## src/design/i2c_memory_transaction_sequencer_macros.svh

```systemverilog
// Assertion helpers shared by the sequencer RTL.
`ifndef I2C_MEMORY_TRANSACTION_SEQUENCER_MACROS_SVH
`define I2C_MEMORY_TRANSACTION_SEQUENCER_MACROS_SVH

// Same-cycle implication, checked out of reset.
`define IMTS_ASSERT_IMP(name, clk, rst_n, ante, cons, msg) \
    name: assert property (@(posedge clk) disable iff (!rst_n) (ante) |-> (cons)) \
        else $error(msg);

// Next-cycle implication, checked out of reset.
`define IMTS_ASSERT_NXT(name, clk, rst_n, ante, cons, msg) \
    name: assert property (@(posedge clk) disable iff (!rst_n) (ante) |=> (cons)) \
        else $error(msg);

`endif

```

## src/design/imts_pkg.sv

```systemverilog
`timescale 1ns / 1ps
package imts_pkg;

    localparam logic [15:0] TIMEOUT_RESET = 16'd1000;

    // request kinds
    localparam logic [1:0] FUNC_WRITE = 2'd0;
    localparam logic [1:0] FUNC_READ  = 2'd1;
    localparam logic [1:0] FUNC_POLL  = 2'd2;

    // controller flag bits
    localparam logic [4:0] FL_SB   = 5'h01;
    localparam logic [4:0] FL_ADDR = 5'h02;
    localparam logic [4:0] FL_TXE  = 5'h04;
    localparam logic [4:0] FL_BTF  = 5'h08;
    localparam logic [4:0] FL_RXNE = 5'h10;

    // sequencer phases
    localparam logic [3:0] PH_IDLE  = 4'd0;
    localparam logic [3:0] PH_SB1   = 4'd1;
    localparam logic [3:0] PH_ADDR1 = 4'd2;
    localparam logic [3:0] PH_MEM   = 4'd3;
    localparam logic [3:0] PH_WDATA = 4'd4;
    localparam logic [3:0] PH_WBTF  = 4'd5;
    localparam logic [3:0] PH_RTXE  = 4'd6;
    localparam logic [3:0] PH_SB2   = 4'd7;
    localparam logic [3:0] PH_ADDR2 = 4'd8;
    localparam logic [3:0] PH_RDATA = 4'd9;

    localparam logic [1:0] BUS_NONE  = 2'd0;
    localparam logic [1:0] BUS_START = 2'd1;
    localparam logic [1:0] BUS_STOP  = 2'd2;

    localparam logic [1:0] ACK_KEEP   = 2'd0;
    localparam logic [1:0] ACK_ENABLE = 2'd1;
    localparam logic [1:0] ACK_NACK   = 2'd2;

    localparam logic [1:0] POS_KEEP  = 2'd0;
    localparam logic [1:0] POS_CLEAR = 2'd1;
    localparam logic [1:0] POS_SET   = 2'd2;

    // completion status, timeouts numbered by wait, codes 4 and 5 each shared by two waits
    localparam logic [3:0] ST_OK          = 4'd0;
    localparam logic [3:0] ST_TO_START    = 4'd1;
    localparam logic [3:0] ST_TO_DEV_ADDR = 4'd2;
    localparam logic [3:0] ST_TO_REG_ADDR = 4'd3;
    localparam logic [3:0] ST_TO_DATA     = 4'd4;
    localparam logic [3:0] ST_TO_WR_END   = 4'd5;
    localparam logic [3:0] ST_TO_RESTART  = 4'd5;
    localparam logic [3:0] ST_TO_RD_ADDR  = 4'd6;
    localparam logic [3:0] ST_TO_RX_LAST  = 4'd7;
    localparam logic [3:0] ST_TO_RX_PAIR  = 4'd8;
    localparam logic [3:0] ST_TO_RX_TRIO  = 4'd9;
    localparam logic [3:0] ST_TO_RX_DATA  = 4'd10;

    // request: last field in the lowest bits
    typedef struct packed {
        logic [1:0] func;
        logic [7:0] rx_second;
        logic [7:0] rx_first;
        logic       tick;
        logic [4:0] status_flags;
        logic [7:0] tx_byte;
        logic [7:0] length;
        logic [7:0] mem_address;
        logic [7:0] dev_address;
    } t_in_item;

    typedef struct packed {
        logic [3:0] status;
        logic       done_res;
        logic [7:0] rx_byte_b;
        logic [7:0] rx_byte_a;
        logic [1:0] rx_count;
        logic       clear_addr;
        logic [1:0] pos_control;
        logic [1:0] ack_next;
        logic       tx_taken;
        logic [7:0] send_byte;
        logic       send_valid;
        logic [1:0] bus_condition;
    } t_out_item;

    typedef struct packed {
        logic [3:0]  phase;
        logic        is_read;
        logic [7:0]  remaining;
        logic [15:0] ticks_left;
        logic [7:0]  saved_device;
        logic [7:0]  saved_register;
    } t_state;

endpackage

```

## src/design/imts_step.sv

```systemverilog
`timescale 1ns / 1ps
module imts_step
    import imts_pkg::*;
(
    input  t_state      i_state,
    input  t_in_item    i_item,
    input  logic [15:0] i_timeout,
    output t_state      o_state,
    output t_out_item   o_result
);

    logic [4:0]  want;
    logic [3:0]  code;
    logic        stop_fail;
    logic        active;
    logic [15:0] tl_dec;
    logic [7:0]  rem_dec;
    logic [7:0]  rem_new;

    assign tl_dec  = i_state.ticks_left - 16'd1;
    assign rem_dec = i_state.remaining - 8'd1;

    always_comb begin
        o_state   = i_state;
        o_result  = '0;
        want      = '0;
        code      = ST_OK;
        stop_fail = 1'b0;
        active    = 1'b1;
        rem_new   = i_state.remaining;

        if (i_item.func == FUNC_WRITE || i_item.func == FUNC_READ) begin
            o_state.is_read        = (i_item.func == FUNC_READ);
            o_state.saved_device   = i_item.dev_address;
            o_state.saved_register = i_item.mem_address;
            o_state.remaining      = i_item.length;
            o_state.phase          = PH_SB1;
            o_state.ticks_left     = i_timeout;
            o_result.pos_control   = POS_CLEAR;
            o_result.ack_next      = ACK_ENABLE;
            o_result.bus_condition = BUS_START;
        end else begin
            unique case (i_state.phase)
                PH_SB1:   begin want = FL_SB;   code = ST_TO_START;    end
                PH_ADDR1: begin want = FL_ADDR; code = ST_TO_DEV_ADDR; end
                PH_MEM:   begin want = FL_TXE; code = ST_TO_REG_ADDR; stop_fail = 1'b1; end
                PH_WDATA: begin want = FL_TXE; code = ST_TO_DATA;     stop_fail = 1'b1; end
                PH_WBTF:  begin want = FL_BTF; code = ST_TO_WR_END;   stop_fail = 1'b1; end
                PH_RTXE:  begin want = FL_TXE; code = ST_TO_DATA;     stop_fail = 1'b1; end
                PH_SB2:   begin want = FL_SB;   code = ST_TO_RESTART;  end
                PH_ADDR2: begin want = FL_ADDR; code = ST_TO_RD_ADDR;  end
                PH_RDATA: begin
                    priority if (i_state.remaining == 8'd1) begin
                        want = FL_RXNE; code = ST_TO_RX_LAST;
                    end else if (i_state.remaining == 8'd2) begin
                        want = FL_BTF;  code = ST_TO_RX_PAIR;
                    end else if (i_state.remaining == 8'd3) begin
                        want = FL_BTF;  code = ST_TO_RX_TRIO;
                    end else begin
                        want = FL_RXNE; code = ST_TO_RX_DATA;
                    end
                end
                default: active = 1'b0;
            endcase

            if (!active) begin
                o_state.phase = PH_IDLE;
            end else if ((i_item.status_flags & want) == 5'd0) begin
                // flag not seen yet: spend one tick of the budget when tick is set
                if (i_item.tick) begin
                    o_state.ticks_left = tl_dec;
                    if (tl_dec == 16'd0) begin
                        if (stop_fail) begin
                            o_result.bus_condition = BUS_STOP;
                        end
                        o_result.done_res = 1'b1;
                        o_result.status   = code;
                        o_state.phase     = PH_IDLE;
                    end
                end
            end else begin
                o_state.ticks_left = i_timeout;
                unique case (i_state.phase)
                    PH_SB1: begin
                        o_result.send_valid = 1'b1;
                        o_result.send_byte  = {i_state.saved_device[7:1], 1'b0};
                        o_state.phase       = PH_ADDR1;
                    end
                    PH_ADDR1: begin
                        o_result.clear_addr = 1'b1;
                        o_state.phase       = PH_MEM;
                    end
                    PH_MEM: begin
                        o_result.send_valid = 1'b1;
                        o_result.send_byte  = i_state.saved_register;
                        if (i_state.is_read) begin
                            o_state.phase = PH_RTXE;
                        end else begin
                            o_state.phase = (i_state.remaining != 8'd0) ? PH_WDATA : PH_WBTF;
                        end
                    end
                    PH_WDATA: begin
                        o_result.send_valid = 1'b1;
                        o_result.send_byte  = i_item.tx_byte;
                        o_result.tx_taken   = 1'b1;
                        o_state.remaining   = rem_dec;
                        o_state.phase       = (rem_dec != 8'd0) ? PH_WDATA : PH_WBTF;
                    end
                    PH_WBTF: begin
                        o_result.bus_condition = BUS_STOP;
                        o_result.done_res      = 1'b1;
                        o_result.status        = ST_OK;
                        o_state.phase          = PH_IDLE;
                        o_state.ticks_left     = i_state.ticks_left;
                    end
                    PH_RTXE: begin
                        o_result.bus_condition = BUS_START;
                        o_state.phase          = PH_SB2;
                    end
                    PH_SB2: begin
                        o_result.send_valid = 1'b1;
                        o_result.send_byte  = {i_state.saved_device[7:1], 1'b1};
                        o_state.phase       = PH_ADDR2;
                    end
                    PH_ADDR2: begin
                        o_result.clear_addr = 1'b1;
                        if (i_state.remaining == 8'd0) begin
                            o_result.bus_condition = BUS_STOP;
                            o_result.done_res      = 1'b1;
                            o_state.phase          = PH_IDLE;
                            o_state.ticks_left     = i_state.ticks_left;
                        end else begin
                            if (i_state.remaining == 8'd1) begin
                                o_result.ack_next      = ACK_NACK;
                                o_result.bus_condition = BUS_STOP;
                            end else if (i_state.remaining == 8'd2) begin
                                o_result.ack_next    = ACK_NACK;
                                o_result.pos_control = POS_SET;
                            end
                            o_state.phase = PH_RDATA;
                        end
                    end
                    PH_RDATA: begin
                        o_result.rx_byte_a = i_item.rx_first;
                        priority if (i_state.remaining == 8'd1) begin
                            o_result.rx_count = 2'd1;
                            rem_new           = 8'd0;
                        end else if (i_state.remaining == 8'd2) begin
                            o_result.bus_condition = BUS_STOP;
                            o_result.rx_count      = 2'd2;
                            o_result.rx_byte_b     = i_item.rx_second;
                            rem_new                = 8'd0;
                        end else if (i_state.remaining == 8'd3) begin
                            o_result.ack_next = ACK_NACK;
                            o_result.rx_count = 2'd1;
                            rem_new           = 8'd2;
                        end else if ((i_item.status_flags & FL_BTF) != 5'd0) begin
                            o_result.rx_count  = 2'd2;
                            o_result.rx_byte_b = i_item.rx_second;
                            rem_new            = i_state.remaining - 8'd2;
                        end else begin
                            o_result.rx_count = 2'd1;
                            rem_new           = rem_dec;
                        end
                        o_state.remaining = rem_new;
                        if (rem_new == 8'd0) begin
                            o_result.done_res  = 1'b1;
                            o_state.phase      = PH_IDLE;
                            o_state.ticks_left = i_state.ticks_left;
                        end
                    end
                    default: o_state.phase = PH_IDLE;
                endcase
            end
        end
    end

endmodule

```

## src/design/i2c_memory_transaction_sequencer.sv

```systemverilog
`timescale 1ns / 1ps
// Register-addressed I2C transaction sequencer. Send a begin request (tuser = 0 write,
// 1 read) with device address, register address and length; then send one poll request
// (tuser = 2) per controller status sample. Every request yields exactly one result
// carrying the controller commands (start/stop, byte to send, ack/nack, POS, ADDR clear)
// and up to two received bytes; done_res marks the end, status 1..10 names the wait
// that timed out (codes 4 and 5 each name two waits). Each wait allows timeout_ticks
// ticks (0 means 65536). Throughput is one request per clock while the result stream
// is not stalled: a request lands in an input register, one pass of the step logic
// updates the sequencer state and fills the output register, and both stages advance
// together. The output register holds a result under back-pressure while the input
// register still takes the next request. Write timeout_ticks only while the sequencer
// is idle.
module i2c_memory_transaction_sequencer
    import imts_pkg::*;
(
    input  logic        i_clk,
    input  logic        i_rst_n,
    // config
    input  logic        i_cfg_we,
    input  logic [15:0] i_cfg_wdata,      // timeout_ticks
    // request stream
    input  logic        s_axis_tvalid,
    output logic        s_axis_tready,
    // dev_address, mem_address, length, tx_byte, status_flags, tick,
    // rx_first, rx_second, 2 zero pad bits
    input  logic [55:0] s_axis_tdata,
    input  logic [1:0]  s_axis_tuser,     // func
    // result stream
    output logic        m_axis_tvalid,
    input  logic        m_axis_tready,
    // bus_condition, send_valid, send_byte, tx_taken, ack_next, pos_control,
    // clear_addr, rx_count, rx_byte_a, rx_byte_b, done_res, status
    output logic [39:0] m_axis_tdata
);

`include "i2c_memory_transaction_sequencer_macros.svh"

    logic [15:0] r_timeout;
    t_in_item    r_in;
    logic        r_in_valid;
    t_state      r_state;
    t_out_item   r_out;
    logic        r_out_valid;

    t_state      n_state;
    t_out_item   n_out;
    logic        step_go;
    logic        in_fire;

    // step when a request is held and the result slot is free or draining
    assign step_go       = r_in_valid && (!r_out_valid || m_axis_tready);
    assign s_axis_tready = !r_in_valid || step_go;
    assign in_fire       = s_axis_tvalid && s_axis_tready;
    assign m_axis_tvalid = r_out_valid;
    assign m_axis_tdata  = r_out;

    imts_step u_step (
        .i_state  (r_state),
        .i_item   (r_in),
        .i_timeout(r_timeout),
        .o_state  (n_state),
        .o_result (n_out)
    );

    always_ff @(posedge i_clk) begin
        if (!i_rst_n) begin
            r_timeout <= TIMEOUT_RESET;
        end else if (i_cfg_we) begin
            r_timeout <= i_cfg_wdata;
        end
    end

    // input register
    always_ff @(posedge i_clk) begin
        if (!i_rst_n) begin
            r_in_valid <= 1'b0;
        end else if (in_fire) begin
            r_in_valid <= 1'b1;
        end else if (step_go) begin
            r_in_valid <= 1'b0;
        end
    end

    always_ff @(posedge i_clk) begin
        if (in_fire) begin
            r_in <= {s_axis_tuser, s_axis_tdata[53:0]};
        end
    end

    // sequencer state
    always_ff @(posedge i_clk) begin
        if (!i_rst_n) begin
            r_state <= '{phase: PH_IDLE, is_read: 1'b0, remaining: 8'd0,
                         ticks_left: 16'd0, saved_device: 8'd0, saved_register: 8'd0};
        end else if (step_go) begin
            r_state <= n_state;
        end
    end

    // result register
    always_ff @(posedge i_clk) begin
        if (!i_rst_n) begin
            r_out_valid <= 1'b0;
        end else if (step_go) begin
            r_out_valid <= 1'b1;
        end else if (m_axis_tready) begin
            r_out_valid <= 1'b0;
        end
    end

    always_ff @(posedge i_clk) begin
        if (step_go) begin
            r_out <= n_out;
        end
    end

    `IMTS_ASSERT_NXT(a_begin_to_sb1, i_clk, i_rst_n,
        step_go && (r_in.func == FUNC_WRITE || r_in.func == FUNC_READ),
        r_state.phase == PH_SB1, "begin request did not enter start wait")
    `IMTS_ASSERT_IMP(a_status_ends, i_clk, i_rst_n,
        r_out_valid && r_out.status != ST_OK, r_out.done_res,
        "timeout status without done")
    `IMTS_ASSERT_IMP(a_send_zero, i_clk, i_rst_n,
        r_out_valid && !r_out.send_valid, r_out.send_byte == 8'd0,
        "send byte set without send valid")
    `IMTS_ASSERT_IMP(a_rx_zero, i_clk, i_rst_n,
        r_out_valid && r_out.rx_count == 2'd0,
        r_out.rx_byte_a == 8'd0 && r_out.rx_byte_b == 8'd0, "rx bytes set without count")
    `IMTS_ASSERT_NXT(a_done_idle, i_clk, i_rst_n,
        step_go && n_out.done_res, r_state.phase == PH_IDLE,
        "sequencer not idle after done")

endmodule
```

## config.mk

```make
export PLATFORM = sky130hd
export DESIGN_NAME = i2c_memory_transaction_sequencer
export DESIGN_NICKNAME = d
export VERILOG_FILES = /design/src/design/imts_pkg.sv /design/src/design/imts_step.sv /design/src/design/i2c_memory_transaction_sequencer.sv
export VERILOG_INCLUDE_DIRS = /design/src /design/src/design
export SDC_FILE = /design/constraint.sdc
export NUM_CORES = 1
export LEC_CHECK = 0
export BUFFER_PORTS_ARGS = -buffer_cell sky130_fd_sc_hd__buf_2
export CELL_PAD_IN_SITES_DETAIL_PLACEMENT = 2
export CELL_PAD_IN_SITES_GLOBAL_PLACEMENT = 2
export CORE_UTILIZATION = 36
export DETAILED_ROUTE_END_ITERATION = 6
export HOLD_SLACK_MARGIN = 0.15
export PLACE_DENSITY = 0.9
export REMOVE_ABC_BUFFERS = 1
export SYNTH_ARGS = -nofsm -noshare
export SYNTH_HDL_FRONTEND = slang
export SYNTH_SLANG_ARGS = --single-unit
```

## constraint.sdc

```tcl
create_clock -name i_clk -period 3.8 [get_ports i_clk]
set_input_delay 0.57 -clock i_clk [delete_from_list [all_inputs] [get_ports i_clk]]
set_output_delay 0.57 -clock i_clk [all_outputs]
set_load 0.03 [all_outputs]
```

==> flow_metrics.tcl <==
set metrics [dict create \
    route.detailed.drc 0 \
    hold_viol 0 \
    rsz0062_at_grt "false" \
    syn_area_um2 7170 \
    p_leak_nw 3.34 \
    fmax_mhz 291 \
    peakVddDrop_mv 0.296 \
    grt_pass1_vias 6515 \
    fin_cells 1097 \
    cts_sinks 156 \
    cts_tree "built" \
    htree_levels 4 \
    grt_pass1_wl_um 36700 \
    ys_types 63 \
    critical_path_required_ps 4160 \
    nets 907 \
    reg2reg_from "r_state[37]$_SDFFE_PN0P_" \
    place_ws_ps 439 \
    num_antenna_cells 0 \
    internal-power_w 0.00294 \
    num_vias 6005 \
    core_um2 19500 \
    cp-startpoint "r_state[37]$_SDFFE_PN0P_" \
    yosysWarnings 0 \
    clock_skew_ps 19.5 \
    area_growth_pct 21.3 \
    hold_path_end "r_in[20]$_DFFE_PP_" \
    rrSetupSlack_ps 360 \
    r2r-end "r_state[23]$_SDFFE_PN0P_" \
    port_buffers 117 \
    final_common_cell "buf_2" \
    postCtsSetupBuffers 0 \
    final_cell_mix "buf_2 (117), edfxtp_1 (94), nand2_1 (91), nor2_1 (75), dfxtp_1 (62)" \
    clockBufferDepth 2 \
    start_kind "flop" \
    synth_top_flop_cell "edfxtp_1" \
    cts-root-buf "clkbuf_16" \
    num_io_pins 121 \
    finalCritPeriodShare 0.906 \
    dpl.cell_count 1065 \
    synth_edf_count 94 \
    arrival_ps 3800 \
    setup_viol 0 \
    clkPwrFrac 0.414 \
    clock_latency_ps 450 \
    antenna_found_initial 0 \
    synth_seq_cells 156 \
    maxSlewViolCount 0 \
    path_clk_slew_ps 80 \
    worstHoldStart "s_axis_tdata[20]" \
    status "finished clean" \
    crit_type "flop to flop" \
    drt_iter0_markers 343 \
    gp_congestion 0.866 \
    synth_area_per_cell_um2 10.2 \
    pwr-share-comb 0.121 \
    vias_per_cell 5.47 \
    synth-async-reset-ratio 0 \
    cts_resized 0 \
    dr.pass1.iters 4 \
    die_area_um2 20500 \
    setup_ws_ps 358 \
    grtUsageTotal 0.240 \
    path_max_fanout 12 \
    final_antenna_net_count 0 \
    hp-class "primary input to flop" \
    hold_depth 1 \
    postCtsHoldBufs 0 \
    slew_headroom 0.312 \
    p_sw_w 0.00121 \
    end_kind "flop" \
    rows 51 \
    start_util 0.367 \
    overflow 0 \
    die_h_um 143 \
    powerDensity_nw_per_um2 477 \
    r2r_cells 8 \
    fillers 2075 \
    ys_seq_area_frac 0.567 \
    dp_hpwl_um 15800 \
    max_slew.worst_pin.slew_ps 1030 \
    fin_crit_ps 3440 \
    swShare 0.291 \
    route.detailed.wl_per_inst_um 21.3 \
    numCtsBuffers 17 \
    grt_max_degree 43 \
    maxCapViolCount 0 \
    drt-total-wl_um 23300 \
    die_w_um 143 \
    pwr-share-seq 0.466 \
    synthCells 702 \
    drive_gt1_frac 0.228 \
]
registers in the layout (all words and copies together) (netlist names):
register	count
r_state	44
r_in	55
r_in_valid	1
m_axis_tdata	39
m_axis_tvalid	1
r_timeout	16
stage by stage:
stage               TNS, ps  instance area (µm²)   util  hold slack, ps  power [W]
global route              0                 8700  0.446             277    0.00430
floorplan             -2220                 6990      -             436    0.00225
detailed placement        0                 8100  0.415             456    0.00246
finish                    0                 8700  0.446             293    0.00415
CTS                       0                 8700  0.446             281    0.00418
global placement          0                 8100  0.415             442    0.00243
final cells by class:
cell class / count / area, µm² / area share
clock buffer: 17 / 425 / 0.0489
clock inverter: 15 / 179 / 0.0206
inverter: 16 / 60.1 / 0.00690
multi-input combinational: 486 / 2870 / 0.330
sequential: 156 / 4060 / 0.467
tap: 265 / 332 / 0.0381
timing repair buffer: 142 / 773 / 0.0888
per-layer routing:
metal / track usage / up-vias / routed length [µm]
li1: - / 2801 / -
met1: 0.283 / 3038 / 9740
met2: 0.440 / 147 / 12400
met3: 0.0500 / 19 / 972
met4: 0.0645 / 0 / 235
met5: 0 / - / 0
logic make-up after synthesis:
kind of cell	synth area share
compound gates	0.136
xor+xnor	0.0147
fa+ha+maj	0.0157
buf+inv	0.0344
flops	0.567
mux	0.0352
simple gates	0.198
worst max-delay path, cell delays in order (launching register included):
cell	delay, ps
dfxtp_1	410
or4_4	560
nor4_4	340
mux2i_1	160
o311ai_0	530
nand2_1	290
or3_4	520
or3_1	400
a21oi_1	140
power by group through the flow:
stage | sequential [W] | clock [W] | combinational [W]
floorplan | 0.00198 | 0 | 0.000269
global placement | 0.00196 | 0 | 0.000471
detailed placement | 0.00197 | 0 | 0.000493
CTS | 0.00193 | 0.00175 | 0.000504
global route | 0.00194 | 0.00181 | 0.000546
finish | 0.00193 | 0.00172 | 0.000501
how the worst max path moves through the flow:
stage / end / slack [ps] / cells past startpoint
final: r_state[23]$_SDFFE_PN0P_ / 360 / 8
after global routing: r_state[22]$_SDFFE_PN0P_ / 60 / 8
after CTS: r_state[42]$_SDFFE_PN0P_ / 380 / 9
after detailed placement: r_state[42]$_SDFFE_PN0P_ / 440 / 9
after global placement: r_state[23]$_SDFFE_PN0P_ / 560 / 8
after floorplan: r_state[23]$_SDFFE_PN0P_ / -400 / 8
cell usage after synthesis (3+ instances only):
master     n  share of area
edfxtp_1  94           0.39
nand2_1   91          0.048
nor2_1    75          0.039
dfxtp_1   62           0.17
a21oi_1   55          0.038
clkbuf_1  39          0.020
mux2i_1   23          0.032
nand3_1   22          0.015
o21ai_0   20          0.014
nor3_1    17          0.012
inv_1     14         0.0073
and2_1    11         0.0096
and3_1    11         0.0096
o211ai_1  11          0.012
nor4_1    10         0.0087
o22ai_1   10         0.0087
a211oi_1   9         0.0094
ha_1       9          0.016
nand2b_1   9         0.0078
xnor2_1    8         0.0098
a22oi_1    7         0.0073
a31oi_1    7         0.0061
o21a_1     5         0.0052
or3_1      5         0.0044
nand4_1    4         0.0035
nand4b_1   4         0.0049
nor2b_1    4         0.0035
nor4b_1    4         0.0049
o311ai_0   4         0.0049
xor2_1     4         0.0049
a21boi_0   3         0.0031
a311oi_1   3         0.0037
nor3b_1    3         0.0031
or2_2      3         0.0026
or4_1      3         0.0031
(Power assumes the default switching activity.)
